File: config.mk
export PLATFORM = sky130hd
export DESIGN_NAME = ps2_mouse_pointer_tracker
export DESIGN_NICKNAME = d
export VERILOG_FILES = /design/src/hw/rtl/ps2mpt_pkg.sv /design/src/hw/rtl/ps2mpt_move.sv /design/src/hw/rtl/ps2_mouse_pointer_tracker.sv
export SDC_FILE = /design/constraint.sdc
export NUM_CORES = 1
export LEC_CHECK = 0
export BUFFER_PORTS_ARGS = -buffer_cell sky130_fd_sc_hd__buf_2
export CAP_MARGIN = 30
export CORE_MARGIN = 2
export CORE_UTILIZATION = 55
export CTS_CLUSTER_DIAMETER = 200
export DETAILED_ROUTE_END_ITERATION = 16
export PLACE_DENSITY = 0.75
export SYNTH_ARGS = -nofsm -noshare
export SYNTH_HDL_FRONTEND = slang
export SYNTH_SLANG_ARGS = --single-unit
File: constraint.sdc
create_clock -name clk_i -period 17.26 [get_ports clk_i]
set_clock_uncertainty 0.1 [all_clocks]
set_input_delay 1.726 -clock clk_i [delete_from_list [all_inputs] [get_ports clk_i]]
set_output_delay 1.726 -clock clk_i [all_outputs]
set_load 0.05 [all_outputs]
File: src/hw/rtl/ps2mpt_pkg.sv
`default_nettype none

package ps2mpt_pkg;

  localparam int unsigned FontWidth  = 8;
  localparam int unsigned FontHeight = 16;
  localparam int unsigned CoordBits  = 12;

  localparam int unsigned CfgDataW = 12;
  localparam int unsigned ScaleW   = 5;
  localparam int unsigned ByteW    = 8;
  localparam int unsigned OutW     = 12;

  localparam int unsigned LimW = (CoordBits > CfgDataW) ? CoordBits : CfgDataW;
  localparam int unsigned SumW = ((CoordBits > 13) ? CoordBits : 13) + 2;
  localparam int unsigned StepW = 14;

  typedef logic [CoordBits-1:0] coord_t;
  typedef logic [ByteW-1:0]     byte_t;

  typedef enum logic [1:0] {
    CfgMotionScale = 2'd0,
    CfgMaxPixelX   = 2'd1,
    CfgMaxPixelY   = 2'd2
  } cfg_idx_e;

  localparam int unsigned HdrLeftBit  = 0;
  localparam int unsigned HdrOneBit   = 3;
  localparam int unsigned HdrXSignBit = 4;
  localparam int unsigned HdrYSignBit = 5;
  localparam int unsigned HdrXOvfBit  = 6;
  localparam int unsigned HdrYOvfBit  = 7;

  localparam logic signed [ByteW-1:0] DeltaPos = 8'sd127;
  localparam logic signed [ByteW-1:0] DeltaNeg = -8'sd127;

  localparam logic [ScaleW-1:0] ScaleMin   = 5'd1;
  localparam logic [ScaleW-1:0] ScaleMax   = 5'd16;
  localparam logic [ScaleW-1:0] ScaleReset = 5'd1;

  localparam logic [CfgDataW-1:0] MaxXReset = 12'd639;
  localparam logic [CfgDataW-1:0] MaxYReset = 12'd399;

  localparam coord_t CoordMax  = {CoordBits{1'b1}};
  localparam coord_t PosXReset = coord_t'(40 * FontWidth);
  localparam coord_t PosYReset = coord_t'(12 * FontHeight);

  function automatic coord_t axis_limit(logic [CfgDataW-1:0] max_cfg);
    coord_t lim;
    if (LimW'(max_cfg) < LimW'(CoordMax)) begin
      lim = coord_t'(max_cfg);
    end else begin
      lim = CoordMax;
    end
    return lim;
  endfunction

endpackage

`default_nettype wire

File: src/hw/rtl/ps2mpt_move.sv
`default_nettype none

module ps2mpt_move (
  input  ps2mpt_pkg::coord_t             pos_i,
  input  logic signed [ps2mpt_pkg::ByteW-1:0] delta_i,
  input  logic [ps2mpt_pkg::ScaleW-1:0]  scale_i,
  input  logic                           negate_i,
  input  ps2mpt_pkg::coord_t             limit_i,
  output ps2mpt_pkg::coord_t             pos_o
);
  import ps2mpt_pkg::*;

  logic signed [ScaleW:0]   scale_s;
  logic signed [StepW-1:0]  prod;
  logic signed [StepW-1:0]  step;
  logic signed [SumW-1:0]   sum;
  logic signed [SumW-1:0]   lim_s;

  assign scale_s = signed'({1'b0, scale_i});
  assign prod    = StepW'(delta_i) * StepW'(scale_s);
  assign step    = negate_i ? -prod : prod;
  assign sum     = SumW'(signed'({1'b0, pos_i})) + SumW'(step);
  assign lim_s   = SumW'(signed'({1'b0, limit_i}));

  always_comb begin
    if (sum < 0) begin
      pos_o = '0;
    end else if (sum > lim_s) begin
      pos_o = limit_i;
    end else begin
      pos_o = coord_t'(sum);
    end
  end

endmodule

`default_nettype wire

File: src/hw/rtl/ps2_mouse_pointer_tracker.sv
// PS/2 mouse pointer tracker. Takes one mouse byte per cycle on the input
// channel while not stalled and frames bytes into 3-byte packets; a first
// byte without bit 3 set is dropped. Each complete packet yields one output
// word with the decoded deltas, left button, clamped pixel position and text
// cell position. A byte passes an input register and then the decode, scale
// and clamp logic into the output register, which takes a packet's word as
// its third byte leaves the input register; the sustained rate is one byte
// per cycle, limited only by the output stall. Configuration (scale, x and y
// limits) is always ready and should be written while no packet is pending.
`default_nettype none

module ps2_mouse_pointer_tracker (
  input  logic                                clk_i,
  input  logic                                rst_ni,

  input  logic                                cfg_valid_i,
  output logic                                cfg_ready_o,
  input  logic [1:0]                          cfg_index_i,
  input  logic [ps2mpt_pkg::CfgDataW-1:0]     cfg_data_i,

  input  logic                                in_valid_i,
  output logic                                in_stall_o,
  input  logic [ps2mpt_pkg::ByteW-1:0]        rx_byte_i,

  output logic                                out_valid_o,
  input  logic                                out_stall_i,
  output logic [ps2mpt_pkg::ByteW-1:0]        header_byte_o,
  output logic signed [ps2mpt_pkg::ByteW-1:0] delta_x_o,
  output logic signed [ps2mpt_pkg::ByteW-1:0] delta_y_o,
  output logic                                left_pressed_o,
  output logic [ps2mpt_pkg::OutW-1:0]         pointer_x_o,
  output logic [ps2mpt_pkg::OutW-1:0]         pointer_y_o,
  output logic [ps2mpt_pkg::OutW-1:0]         cell_col_o,
  output logic [ps2mpt_pkg::OutW-1:0]         cell_row_o
);
  import ps2mpt_pkg::*;

  logic [ScaleW-1:0]   scale_q;
  logic [CfgDataW-1:0] max_x_q;
  logic [CfgDataW-1:0] max_y_q;

  logic  in_valid_q;
  byte_t in_byte_q;

  logic [1:0] cnt_q;
  byte_t      hdr_q;
  byte_t      dx_q;
  coord_t     pos_x_q;
  coord_t     pos_y_q;

  logic out_valid_q;
  logic out_free;
  logic s1_adv;
  logic pkt_done;

  logic signed [ByteW-1:0] dx;
  logic signed [ByteW-1:0] dy;
  logic [ScaleW-1:0]       scale_eff;
  coord_t                  pos_x_d;
  coord_t                  pos_y_d;

  assign cfg_ready_o = 1'b1;

  always_ff @(posedge clk_i or negedge rst_ni) begin
    if (!rst_ni) begin
      scale_q <= ScaleReset;
      max_x_q <= MaxXReset;
      max_y_q <= MaxYReset;
    end else if (cfg_valid_i && cfg_ready_o) begin
      case (cfg_index_i)
        CfgMotionScale: scale_q <= cfg_data_i[ScaleW-1:0];
        CfgMaxPixelX:   max_x_q <= cfg_data_i;
        CfgMaxPixelY:   max_y_q <= cfg_data_i;
        default: ;
      endcase
    end
  end

  assign out_free   = !out_valid_q || !out_stall_i;
  assign in_stall_o = in_valid_q && !out_free;
  assign s1_adv     = in_valid_q && out_free;
  assign pkt_done   = s1_adv && (cnt_q == 2'd2);

  always_ff @(posedge clk_i or negedge rst_ni) begin
    if (!rst_ni) begin
      in_valid_q <= 1'b0;
    end else if (!in_stall_o) begin
      in_valid_q <= in_valid_i;
    end
  end

  always_ff @(posedge clk_i) begin
    if (in_valid_i && !in_stall_o) begin
      in_byte_q <= rx_byte_i;
    end
  end

  always_comb begin
    if (hdr_q[HdrXOvfBit]) begin
      dx = hdr_q[HdrXSignBit] ? DeltaNeg : DeltaPos;
    end else begin
      dx = signed'(dx_q);
    end
    if (hdr_q[HdrYOvfBit]) begin
      dy = hdr_q[HdrYSignBit] ? DeltaNeg : DeltaPos;
    end else begin
      dy = signed'(in_byte_q);
    end
    if (scale_q < ScaleMin) begin
      scale_eff = ScaleMin;
    end else if (scale_q > ScaleMax) begin
      scale_eff = ScaleMax;
    end else begin
      scale_eff = scale_q;
    end
  end

  ps2mpt_move u_move_x (
    .pos_i    (pos_x_q),
    .delta_i  (dx),
    .scale_i  (scale_eff),
    .negate_i (1'b0),
    .limit_i  (axis_limit(max_x_q)),
    .pos_o    (pos_x_d)
  );

  ps2mpt_move u_move_y (
    .pos_i    (pos_y_q),
    .delta_i  (dy),
    .scale_i  (scale_eff),
    .negate_i (1'b1),
    .limit_i  (axis_limit(max_y_q)),
    .pos_o    (pos_y_d)
  );

  // advance packet framing and update the pointer position
  always_ff @(posedge clk_i or negedge rst_ni) begin
    if (!rst_ni) begin
      cnt_q   <= 2'd0;
      hdr_q   <= '0;
      dx_q    <= '0;
      pos_x_q <= PosXReset;
      pos_y_q <= PosYReset;
    end else if (s1_adv) begin
      case (cnt_q)
        2'd0: begin
          if (in_byte_q[HdrOneBit]) begin
            hdr_q <= in_byte_q;
            cnt_q <= 2'd1;
          end
        end
        2'd1: begin
          dx_q  <= in_byte_q;
          cnt_q <= 2'd2;
        end
        2'd2: begin
          cnt_q   <= 2'd0;
          pos_x_q <= pos_x_d;
          pos_y_q <= pos_y_d;
        end
        default: cnt_q <= 2'd0;
      endcase
    end
  end

  always_ff @(posedge clk_i or negedge rst_ni) begin
    if (!rst_ni) begin
      out_valid_q <= 1'b0;
    end else if (out_free) begin
      out_valid_q <= pkt_done;
    end
  end

  always_ff @(posedge clk_i) begin
    if (pkt_done) begin
      header_byte_o  <= hdr_q;
      delta_x_o      <= dx;
      delta_y_o      <= dy;
      left_pressed_o <= hdr_q[HdrLeftBit];
      pointer_x_o    <= OutW'(pos_x_d);
      pointer_y_o    <= OutW'(pos_y_d);
      cell_col_o     <= OutW'(pos_x_d / FontWidth);
      cell_row_o     <= OutW'(pos_y_d / FontHeight);
    end
  end

  assign out_valid_o = out_valid_q;

endmodule

`default_nettype wire

==> run summary, run 1 <==
==================================================================================
Run status                                                            finished clean
Clock sink count                                                               129
Count of state elements after synthesis                                        129
Count of hold buffers inserted by post-cts repair                                0
Die outline area                                                         18970 um2
TritonCTS clock tree                                                          done
H-Tree Depth                                                                     4
Final net count                                                               1223
Congestion Overflow GR                                                           0
Std-Cell Core Area                                                       17420 um2
Critical path fanouts, max                                                      19
Number of global-route vias before repair                                     7022
Setup repair bufs after CTS                                                      0
Die Y                                                                     137.7 um
GRT Resource Usage Total                                                    0.2463
HPWL after detailed placement                                             16660 um
Length in cells of the worst reg-to-reg path                                    25
Most used DFF post-synth                                              sky130_fd_sc_hd__edfxtp_1
DR iter-0 viols                                                                519
Critical register-to-register path endpoint                           pointer_y_o[3]$_DFFE_PP_
Share of synthesized area occupied by flip-flops and latches                0.3591
Most common cell after layout, fill and taps aside                    sky130_fd_sc_hd__inv_1
Path type of the worst setup path                                     flip-flop to flip-flop
Type of element launching the critical path                              flip-flop
Minimum clock period                                                      7.802 ns
Clk pin slew, worst setup/hold paths                                       0.06 ns
Critical path launch point                                            scale_q[4]$_DFFE_PN0P_
Worst slew slack as a fraction of its limit                                 0.3190
Endpoint of the worst setup timing path                               pointer_y_o[3]$_DFFE_PP_
Final period utilization                                                    0.4520
Clock root buffer master                                              sky130_fd_sc_hd__clkbuf_16
DRT Wirelength                                                            21430 um
Endpoint kind of the worst setup timing path                             flip-flop
Number of antenna violations at the first check in global routing                0
EDFF count, synth                                                               56
Max-slew violation count                                                         0
Setup TNS after final layout                                                  0 ns
Clock latency on the worst-skew pair                                       0.43 ns
Clk buf depth                                                                    2
I/O pin total                                                                  103
Cells on Worst Hold Path                                                         0
Yosys Warn Count                                                                 0
Worst reg2reg startpoint                                              scale_q[4]$_DFFE_PN0P_
Crit path arrival time                                                     7.88 ns
Routed wire per std cell                                                  16.84 um
Total via count in the routed design                                          6941
Detail Route Antenna Nets                                                        0
Share of post-route cells with drive strength above 1                       0.1966
Effective utilization at floorplan                                          0.5648
Remaining DRCs                                                                   0
Initial DRT Pass Iterations                                                      5
Highest-count cells in the layout ignoring fill and taps              sky130_fd_sc_hd__inv_1, sky130_fd_sc_hd__nor2_1, sky130_fd_sc_hd__buf_2, sky130_fd_sc_hd__ha_1, sky130_fd_sc_hd__fa_1
Unrepaired setup endpoints after global routing                              false
Signed area change from the synthesized netlist to the final layout         11.19%
Wire length of the first global-routing pass                              35300 um
Min-Delay Path Class                                                  flip-flop to flip-flop
Final count of hold timing violations                                            0
Number of standard-cell rows in the floorplan                                   48
Slew at the pin closest to its max-slew limit                             1.019 ns
Fraction of registers with async set/reset                                  0.5659
CP required                                                               17.34 ns
Die boundary width                                                        137.7 um
Final estimated routing congestion in global placement                      0.9146
Average cell area after synthesis                                        10.30 um2
TritonCTS buffer count                                                          17
Distinct cell type count after synthesis                                        65
Largest net degree at the start of global routing                               65
Count of antenna diodes in the layout                                            0
Vias/cell                                                                    5.452
Setup violators final                                                            0
Max Clk Rate                                                             128.2 MHz
Resized cells post-CTS                                                           0
Maximum capacitance violations                                                   0
Post-synthesis cell count                                                      955
Area of the mapped netlist                                                9837 um2
I/O Buffers                                                                     94
Setup slack on the worst flop-to-flop path                                 9.46 ns
==================================================================================
## final cells by class
class,count,area [um2]
timing repair buffer,100,535.5
fill,1412,6479
inverter,184,690.7
clock inverter,15,135.1
multi-input combinational,603,5338
clock buffer,17,425.4
tap,225,281.5
sequential,129,3532
## layer usage
metal,share of wire,track usage
met4,0.029,0.1049
met5,0,0
met2,0.45,0.3679
met1,0.46,0.3489
met3,0.067,0.05298
## synth_stat cells, types with 4 or more instances
| library cell | n | share of area |
|---|---|---|
| sky130_fd_sc_hd__o21ai_0 | 26 | 0.013 |
| sky130_fd_sc_hd__o31a_1 | 4 | 0.0036 |
| sky130_fd_sc_hd__nand3_1 | 8 | 0.0041 |
| sky130_fd_sc_hd__edfxtp_1 | 56 | 0.17 |
| sky130_fd_sc_hd__mux2_2 | 41 | 0.047 |
| sky130_fd_sc_hd__dfrtp_1 | 54 | 0.14 |
| sky130_fd_sc_hd__dfstp_2 | 19 | 0.051 |
| sky130_fd_sc_hd__o21ai_1 | 6 | 0.0031 |
| sky130_fd_sc_hd__inv_1 | 182 | 0.069 |
| sky130_fd_sc_hd__fa_1 | 72 | 0.15 |
| sky130_fd_sc_hd__o22ai_1 | 18 | 0.011 |
| sky130_fd_sc_hd__a21oi_1 | 24 | 0.012 |
| sky130_fd_sc_hd__mux2i_1 | 26 | 0.026 |
| sky130_fd_sc_hd__or3_1 | 5 | 0.0032 |
| sky130_fd_sc_hd__nor3_1 | 7 | 0.0036 |
| sky130_fd_sc_hd__nand2b_1 | 5 | 0.0032 |
| sky130_fd_sc_hd__buf_4 | 26 | 0.020 |
| sky130_fd_sc_hd__nand2_1 | 58 | 0.022 |
| sky130_fd_sc_hd__ha_1 | 89 | 0.11 |
| sky130_fd_sc_hd__nor2_1 | 108 | 0.041 |
| sky130_fd_sc_hd__o2111ai_1 | 5 | 0.0045 |
| sky130_fd_sc_hd__xnor2_1 | 18 | 0.016 |
| sky130_fd_sc_hd__clkbuf_1 | 13 | 0.0050 |
| sky130_fd_sc_hd__o21a_1 | 11 | 0.0084 |
| sky130_fd_sc_hd__nor2b_1 | 6 | 0.0038 |
| sky130_fd_sc_hd__a21o_1 | 6 | 0.0046 |
## worst max-delay path: stages (launching register included)
cell	delay, ns
sky130_fd_sc_hd__dfrtp_1	0.45
sky130_fd_sc_hd__clkinv_1	0.45
sky130_fd_sc_hd__nand2_1	0.54
sky130_fd_sc_hd__nor2_1	0.13
sky130_fd_sc_hd__fa_1	0.48
sky130_fd_sc_hd__fa_1	0.51
sky130_fd_sc_hd__inv_1	0.05
sky130_fd_sc_hd__fa_1	0.50
sky130_fd_sc_hd__inv_1	0.06
sky130_fd_sc_hd__fa_1	0.53
sky130_fd_sc_hd__inv_1	0.04
sky130_fd_sc_hd__ha_1	0.37
sky130_fd_sc_hd__nand2_1	0.12
sky130_fd_sc_hd__or3_1	0.39
sky130_fd_sc_hd__o2111ai_1	0.19
sky130_fd_sc_hd__o211ai_1	0.15
sky130_fd_sc_hd__xnor2_1	0.23
sky130_fd_sc_hd__ha_1	0.29
sky130_fd_sc_hd__and3_1	0.15
sky130_fd_sc_hd__nand3_1	0.09
sky130_fd_sc_hd__a221oi_1	0.05
sky130_fd_sc_hd__o22ai_1	0.24
sky130_fd_sc_hd__o2111ai_1	0.19
sky130_fd_sc_hd__nor4_4	0.78
sky130_fd_sc_hd__mux2i_1	0.36
sky130_fd_sc_hd__nor2_1	0.07
## cells by family (layout without fill, tap and decap cells)
| group | count (synthesis) | count (layout) | share of synthesized area |
|---|---|---|---|
| muxes | 67 | 67 | 0.07339 |
| other | 2 | 8 | 0.0007634 |
| DFF | 129 | 129 | 0.3591 |
| xor gates and xnor gates | 21 | 21 | 0.01870 |
| and+or+nand+nor | 222 | 222 | 0.1026 |
| adders and majority gates | 161 | 161 | 0.2597 |
| AOI/OAI and AO/OA | 124 | 124 | 0.08509 |
| buffers and inverters | 229 | 316 | 0.1006 |
## worst min-delay path by stage
stage	from	endpoint	slack [ns]
6_report	hdr_q[1]$_DFFE_PN0P_	header_byte_o[1]$_DFFE_PP_	0.35
5_1_grt	hdr_q[2]$_DFFE_PN0P_	header_byte_o[2]$_DFFE_PP_	0.36
4_1_cts	hdr_q[1]$_DFFE_PN0P_	header_byte_o[1]$_DFFE_PP_	0.35
3_5_place_dp	hdr_q[1]$_DFFE_PN0P_	header_byte_o[1]$_DFFE_PP_	0.33
3_3_place_gp	hdr_q[0]$_DFFE_PN0P_	header_byte_o[0]$_DFFE_PP_	0.33
2_1_floorplan	hdr_q[3]$_DFFE_PN0P_	header_byte_o[3]$_DFFE_PP_	0.32
## flip-flops by register name, indices dropped and copies added, names as in the netlist
| name | cells |
|---|---|
| max_y_q | 12 |
| delta_x_o | 8 |
| pos_y_q | 12 |
| out_valid_o | 1 |
| dx_q | 8 |
| scale_q | 5 |
| header_byte_o | 8 |
| max_x_q | 12 |
| delta_y_o | 8 |
| in_byte_q | 8 |
| in_valid_q | 1 |
| pointer_y_o | 12 |
| pos_x_q | 12 |
| cnt_q | 2 |
| pointer_x_o | 12 |
| hdr_q | 8 |
## through the flow
| stage | worst slack (ns) | utilization | hold WS (ns) | cell area [um2] | instances |
|---|---|---|---|---|---|
| finish | 9.458 | 0.6280 | 0.3469 | 10940 | 1273 |
| floorplan | 10.53 | - | 0.3174 | 9859 | 961 |
| CTS | 9.512 | 0.6280 | 0.3473 | 10940 | 1273 |
| global placement | 9.689 | 0.5943 | 0.3277 | 10350 | 1240 |
| detailed placement | 9.519 | 0.5958 | 0.3326 | 10380 | 1241 |
| global route | 8.979 | 0.6280 | 0.3600 | 10940 | 1273 |
Power of run 1 is left out: the tool's default activity adds up to more than one toggle a clock period on the data nets, which glitch-free logic cannot reach.
==> run 2: changes to the inputs <==
ABC_AREA = 1   (was unset)
PLACE_DENSITY = 0.78   (was 0.75)
clock period = 6.4 ns   (was 17.26 ns; I/O delays follow)
==> run 2 against run 1 <==
Effect of this change: register-to-register slack worse by 9.2 ns; final cell count is 26% higher; synthesized area is 6.0% higher; sequential share of layout area is 3.5 points lower; synthesized cell count is 29% higher; fmax is 26% higher; worst hold slack worse by 0.31 ns; critical endpoint is now pointer_x_o[2]$_DFFE_PP_; largest cell class unchanged; highest routed layer unchanged.
==> run summary, run 2 <==
==================================================================================
Crit-path max cell delay                                                   0.56 ns
Cell taking the most area after synthesis                             sky130_fd_sc_hd__edfxtp_1
Std-Cell Core Area                                                       18640 um2
Area of the mapped netlist                                               10430 um2
Most used DFF post-synth                                              sky130_fd_sc_hd__edfxtp_1
Commonest cells post-synth                                            sky130_fd_sc_hd__inv_1, sky130_fd_sc_hd__nand2_1, sky130_fd_sc_hd__nor2_1
Final estimated routing congestion in global placement                      0.8721
Max Clk Rate                                                             161.8 MHz
HPWL after detailed placement                                             18050 um
Run status                                                            finished clean
Vias/cell                                                                    5.174
Clock sink count                                                               129
I/O pin total                                                                  103
Final non-filler cell total                                                   1601
Number of standard-cell rows in the floorplan                                   50
Min-Delay Path Class                                                  primary input to async pin
Fraction of registers with async set/reset                                  0.5659
Remaining DRCs                                                                   0
Share of synthesized area occupied by flip-flops and latches                0.3388
Effective utilization at floorplan                                          0.5593
Clock root buffer master                                              sky130_fd_sc_hd__clkbuf_16
Fill cell total of the finished layout                                        1468
Master of the slowest instance on the critical path                   sky130_fd_sc_hd__fa_1
I/O Buffers                                                                     94
Detail Route Antenna Nets                                                        0
Congestion Overflow GR                                                           0
Path type of the worst setup path                                     flip-flop to flip-flop
Die outline area                                                         20070 um2
Routed wire per std cell                                                  15.04 um
GRT Resource Usage Total                                                    0.2439
Cell with the most instances on the worst path                        sky130_fd_sc_hd__inv_1
Most frequent cell after synthesis                                    sky130_fd_sc_hd__inv_1
DR iter-0 viols                                                                480
Worst slew slack as a fraction of its limit                                 0.4739
Count of hold buffers inserted by post-cts repair                                0
Distinct cell type count after synthesis                                        43
Count of antenna diodes in the layout                                            0
Clk pin slew, worst setup/hold paths                                       0.06 ns
EDFF count, synth                                                               56
Wire length of the first global-routing pass                              38430 um
Max-slew violation count                                                         0
Yosys Warn Count                                                                 0
Final period utilization                                                    0.9658
Endpoint kind of the worst setup timing path                             flip-flop
Total area of multi-input combinational cells                             5856 um2
Most common cell after layout, fill and taps aside                    sky130_fd_sc_hd__inv_1
Minimum clock period                                                      6.181 ns
Final count of hold timing violations                                            0
DRT Wirelength                                                            24080 um
Highest-count cells in the layout ignoring fill and taps              sky130_fd_sc_hd__inv_1, sky130_fd_sc_hd__nand2_1, sky130_fd_sc_hd__nor2_1, sky130_fd_sc_hd__buf_2, sky130_fd_sc_hd__ha_1
Share of the synthesized area in the top cell type                          0.1613
Die Y                                                                     141.7 um
Worst reg2reg startpoint                                              scale_q[1]$_DFFE_PN0P_
Setup violators final                                                            0
Post-layout worst setup margin                                           0.2188 ns
Type of element launching the critical path                              flip-flop
Largest net degree at the start of global routing                               66
CP required                                                                6.47 ns
Die boundary width                                                        141.7 um
Share of post-route cells with drive strength above 1                       0.2260
Cells after DPL                                                               1555
Setup WS pre-CTS                                                        -0.2359 ns
H-Tree Depth                                                                     4
TritonCTS buffer count                                                          17
Number of global-route vias before repair                                     8113
Clk buf depth                                                                    2
Initial DRT Pass Iterations                                                      5
Slew at the pin closest to its max-slew limit                            0.7869 ns
Leading cell types by total area after synthesis                      sky130_fd_sc_hd__edfxtp_1, sky130_fd_sc_hd__fa_1, sky130_fd_sc_hd__dfrtp_1
Clock latency on the worst-skew pair                                       0.42 ns
Total area of sequential cells                                            3532 um2
Crit path arrival time                                                     6.25 ns
Critical path fanouts, max                                                       7
Count of state elements after synthesis                                        129
Total via count in the routed design                                          8283
TritonCTS clock tree                                                          done
Number of antenna violations at the first check in global routing                0
Post-synthesis cell count                                                     1234
Average cell area after synthesis                                        8.449 um2
Signed area change from the synthesized netlist to the final layout         17.80%
Final net count                                                               1542
Critical path launch point                                            scale_q[1]$_DFFE_PN0P_
Maximum capacitance violations                                                   0
==================================================================================
[run 2: cell types whose count changed after synthesis, moves of 9 or more]
cell,previous run,this run
sky130_fd_sc_hd__xnor2_1,18,5
sky130_fd_sc_hd__nand2_2,0,11
sky130_fd_sc_hd__nand2_4,0,11
sky130_fd_sc_hd__o21ai_0,26,61
sky130_fd_sc_hd__nand3_1,8,47
sky130_fd_sc_hd__mux2_2,41,0
sky130_fd_sc_hd__nand2_1,58,240
sky130_fd_sc_hd__o22ai_1,18,0
sky130_fd_sc_hd__xor2_1,3,19
sky130_fd_sc_hd__inv_1,182,282
sky130_fd_sc_hd__nand4_1,3,21
sky130_fd_sc_hd__o21a_1,11,2
sky130_fd_sc_hd__mux2i_1,26,0
[run 2: timing repair]
item	CTS	global route
setup endpoints to repair	25	48
resized for setup	7	90
buffers inserted	1	12
endpoints found under the hold margin	0	0
gates cloned	0	1
pin swaps	2	18
[run 2: cell type report]
class                   instances  share of cell area
multi-input cells             772              0.4768
flip-flops and latches        129              0.2876
well taps                     234             0.02384
repair buffers                144             0.07192
clock inverters                14             0.01426
inverters                     290             0.08894
clock buffers                  18             0.03667
[run 2: through the flow]
step | setup TNS [ns] | instance area (um2) | util | hold WS, ns
detailed placement | -3.130 | 11210 | 0.6015 | 0.3391
global placement | 0 | 11190 | 0.6000 | 0.3328
global route | -1.499 | 12280 | 0.6588 | 0.03103
CTS | 0 | 11860 | 0.6364 | 0.02891
finish | 0 | 12280 | 0.6588 | 0.04117
floorplan | 0 | 10450 | - | 0.2444
[run 2: worst paths after layout]
| check | slack, ns | endpoint | cells after the start |
|---|---|---|---|
| max reg2reg | 0.22 | pointer_x_o[2]$_DFFE_PP_ | 30 |
| max | 0.22 | pointer_x_o[2]$_DFFE_PP_ | 30 |
| min | 0.04 | hdr_q[2]$_DFFE_PN0P_ | 2 |
| min in group clk_i | 0.29 | in_byte_q[1]$_DFFE_PP_ | 1 |
| min reg2reg | 0.35 | header_byte_o[3]$_DFFE_PP_ | 0 |
| max in group asynchronous | 5.53 | max_y_q[2]$_DFFE_PN1P_ | 3 |
[run 2: kinds of logic (layout without fill, tap and decap cells)]
family,Yosys count,after routing,share of synthesized area
compound gates,114,114,0.06000
other cells,2,8,0.0007203
flops,129,129,0.3388
fa+ha+maj,161,161,0.2450
buf+inv,339,466,0.1339
xor+xnor,24,24,0.02016
simple gates,465,465,0.2014
[run 2: worst max-delay path: cells and delay by family (launching register included)]
| family | cells | cell delay (ns) |
|---|---|---|
| xor gates and xnor gates | 1 | 0.25 |
| buffers and inverters | 8 | 0.62 |
| adders and majority gates | 6 | 2.64 |
| DFF | 1 | 0.40 |
| and+or+nand+nor | 11 | 1.39 |
| AOI/OAI and AO/OA | 4 | 0.50 |
[run 2: routing by layer]
layer  track usage  up-vias  wire (um)
met5             0        -          0
met4       0.07842        0        577
met3       0.04421       47       1196
met2        0.3988      245      11580
met1        0.3327     3983      10720
li1              -     4008          -
Power of run 2 is left out for the same reason.
==> run 3: changes to the inputs <==
CELL_PAD_IN_SITES_DETAIL_PLACEMENT = 0   (was unset)
CELL_PAD_IN_SITES_GLOBAL_PLACEMENT = 1   (was unset)
CORE_UTILIZATION = 42   (was 55)
PLACE_DENSITY = unset   (was 0.78)
PLACE_DENSITY_LB_ADDON = 0.1   (was unset)
==> run 3 against run 2 <==
Effect of this change: die area is 30% higher; critical path depth decreased by 1; register-to-register slack improved by 0.07 ns; critical path type unchanged; largest cell class unchanged.
==> run summary, run 3 (synthesis gave the netlist of run 2 again) <==
==================================================================================
Final estimated routing congestion in global placement                      0.8756
Max-slew violation count                                                         0
GRT Resource Usage Total                                                    0.2020
Startpoint of the tightest hold check path                            rx_byte_i[5]
Combined buffer and inverter count along the critical path                       8
Remaining DRCs                                                                   0
TritonCTS buffer count                                                          17
Clock root buffer master                                              sky130_fd_sc_hd__clkbuf_16
Max Clk Rate                                                             163.6 MHz
End point of the worst hold path                                      in_byte_q[5]$_DFFE_PP_
Effective utilization at floorplan                                          0.4287
H-Tree Depth                                                                     4
Path type of the worst setup path                                     flip-flop to flip-flop
Setup slack on the worst flop-to-flop path                                 0.29 ns
Setup WS pre-CTS                                                        -0.1832 ns
Highest-count cells in the layout ignoring fill and taps              sky130_fd_sc_hd__inv_1, sky130_fd_sc_hd__nand2_1, sky130_fd_sc_hd__nor2_1, sky130_fd_sc_hd__buf_2, sky130_fd_sc_hd__ha_1
Number of cells on the critical path                                            29
Final count of hold timing violations                                            0
Clock latency on the worst-skew pair                                       0.42 ns
Routed wire per std cell                                                  14.88 um
Final period utilization                                                    0.9550
Std-Cell Core Area                                                       24320 um2
Crit-path max cell delay                                                   0.55 ns
Run status                                                            finished clean
Length in cells of the worst reg-to-reg path                                    29
Cells on Worst Hold Path                                                         1
Minimum clock period                                                      6.112 ns
HPWL after detailed placement                                             19750 um
Final net count                                                               1551
Clk buf depth                                                                    2
Unrepaired setup endpoints after global routing                               true
Number of global-route vias before repair                                     8076
Wire length of the first global-routing pass                              41460 um
Die outline area                                                         26100 um2
Die Y                                                                     161.6 um
Vias/cell                                                                    4.679
TritonCTS clock tree                                                          done
CP required                                                                6.47 ns
Worst Hold Slack                                                         0.2925 ns
DR iter-0 viols                                                                320
Post-layout worst setup margin                                           0.2883 ns
Largest net degree at the start of global routing                               60
Share of post-route cells with drive strength above 1                       0.2129
Maximum capacitance violations                                                   0
Slew at the pin closest to its max-slew limit                            0.8526 ns
I/O pin total                                                                  103
I/O Buffers                                                                     94
Master of the slowest instance on the critical path                   sky130_fd_sc_hd__dfstp_2
Family with the most delay on the worst path                           adder cells
Number of antenna violations at the first check in global routing                0
Detail Route Antenna Nets                                                        0
Clock sink count                                                               129
Number of standard-cell rows in the floorplan                                   57
Crit path arrival time                                                     6.18 ns
Critical register-to-register path endpoint                           pointer_x_o[0]$_DFFE_PP_
Signed area change from the synthesized netlist to the final layout         17.92%
Endpoint kind of the worst setup timing path                             flip-flop
Most common cell after layout, fill and taps aside                    sky130_fd_sc_hd__inv_1
Worst reg2reg startpoint                                              scale_q[0]$_DFFE_PN1P_
Total via count in the routed design                                          7954
Die boundary width                                                        161.6 um
Count of antenna diodes in the layout                                            0
DRT Wirelength                                                            25300 um
Initial DRT Pass Iterations                                                      4
Min-Delay Path Class                                                  primary input to flip-flop
Worst slew slack as a fraction of its limit                                 0.4316
Type of element launching the critical path                              flip-flop
Cells after DPL                                                               1653
Setup violators final                                                            0
Final non-filler cell total                                                   1700
Critical path fanouts, max                                                      15
Clk pin slew, worst setup/hold paths                                       0.07 ns
Fill cell total of the finished layout                                        2386
Congestion Overflow GR                                                           0
==================================================================================
[run 3: layer usage]
metal	wire length (um)	vias to the layer above	share of wire	track usage
met4	465	0	0.018	0.05804
met1	12710	3762	0.50	0.2936
met3	719	23	0.028	0.02491
met5	0	-	0	0
met2	11410	142	0.45	0.3182
li1	-	4027	-	-
[run 3: through the flow]
| stage | TNS (ns) | utilization | instance area [um2] |
|---|---|---|---|
| 2_1_floorplan | 0 | - | 10450 |
| 3_3_place_gp | 0 | 0.4672 | 11360 |
| 3_5_place_dp | -2.218 | 0.4683 | 11390 |
| 4_1_cts | 0 | 0.4946 | 12030 |
| 5_1_grt | -0.02192 | 0.5055 | 12290 |
| 6_report | 0 | 0.5055 | 12290 |
[run 3: repair_timing]
item / in CTS / in global routing
hold endpoints to repair: 10 / 0
endpoints found under the setup margin: 31 / 48
buffers inserted: 2 / 12
resized for setup: 5 / 61
hold buffers: 1 / 0
pin swaps: 2 / 7
[run 3: worst max-delay path by stage]
stage / start / endpoint / slack, ns
detailed placement: hdr_q[6]$_DFFE_PN0P_ / pointer_x_o[7]$_DFFE_PP_ / -0.18
finish: scale_q[0]$_DFFE_PN1P_ / pointer_x_o[0]$_DFFE_PP_ / 0.29
global route: hdr_q[7]$_DFFE_PN0P_ / pointer_y_o[4]$_DFFE_PP_ / -0.02
CTS: hdr_q[6]$_DFFE_PN0P_ / pointer_x_o[11]$_DFFE_PP_ / 0.04
global placement: hdr_q[7]$_DFFE_PN0P_ / pointer_y_o[5]$_DFFE_PP_ / 0.03
floorplan: scale_q[4]$_DFFE_PN0P_ / pointer_x_o[10]$_DFFE_PP_ / 0.28
[run 3: worst reg2reg max path, delay by kind of cell, from the launching register on]
kind                       cells  cell delay [ns]
DFF                            1             0.55
and+or+nand+nor               10             1.24
xor gates and xnor gates       1             0.23
buffers and inverters          8             0.63
adders and majority gates      6             2.62
AOI/OAI and AO/OA              4             0.51
[run 3: final cells by class]
cell class,count,area [um2],area share
Clock buffer,18,429.2,0.03491
Clock inverter,14,168.9,0.01374
Inverter,290,1089,0.08854
Multi-Input combinational cell,772,5710,0.4645
Sequential cell,129,3533,0.2874
Tap cell,324,405.4,0.03297
Timing Repair Buffer,153,958.4,0.07796
Power of run 3 is left out for the same reason.
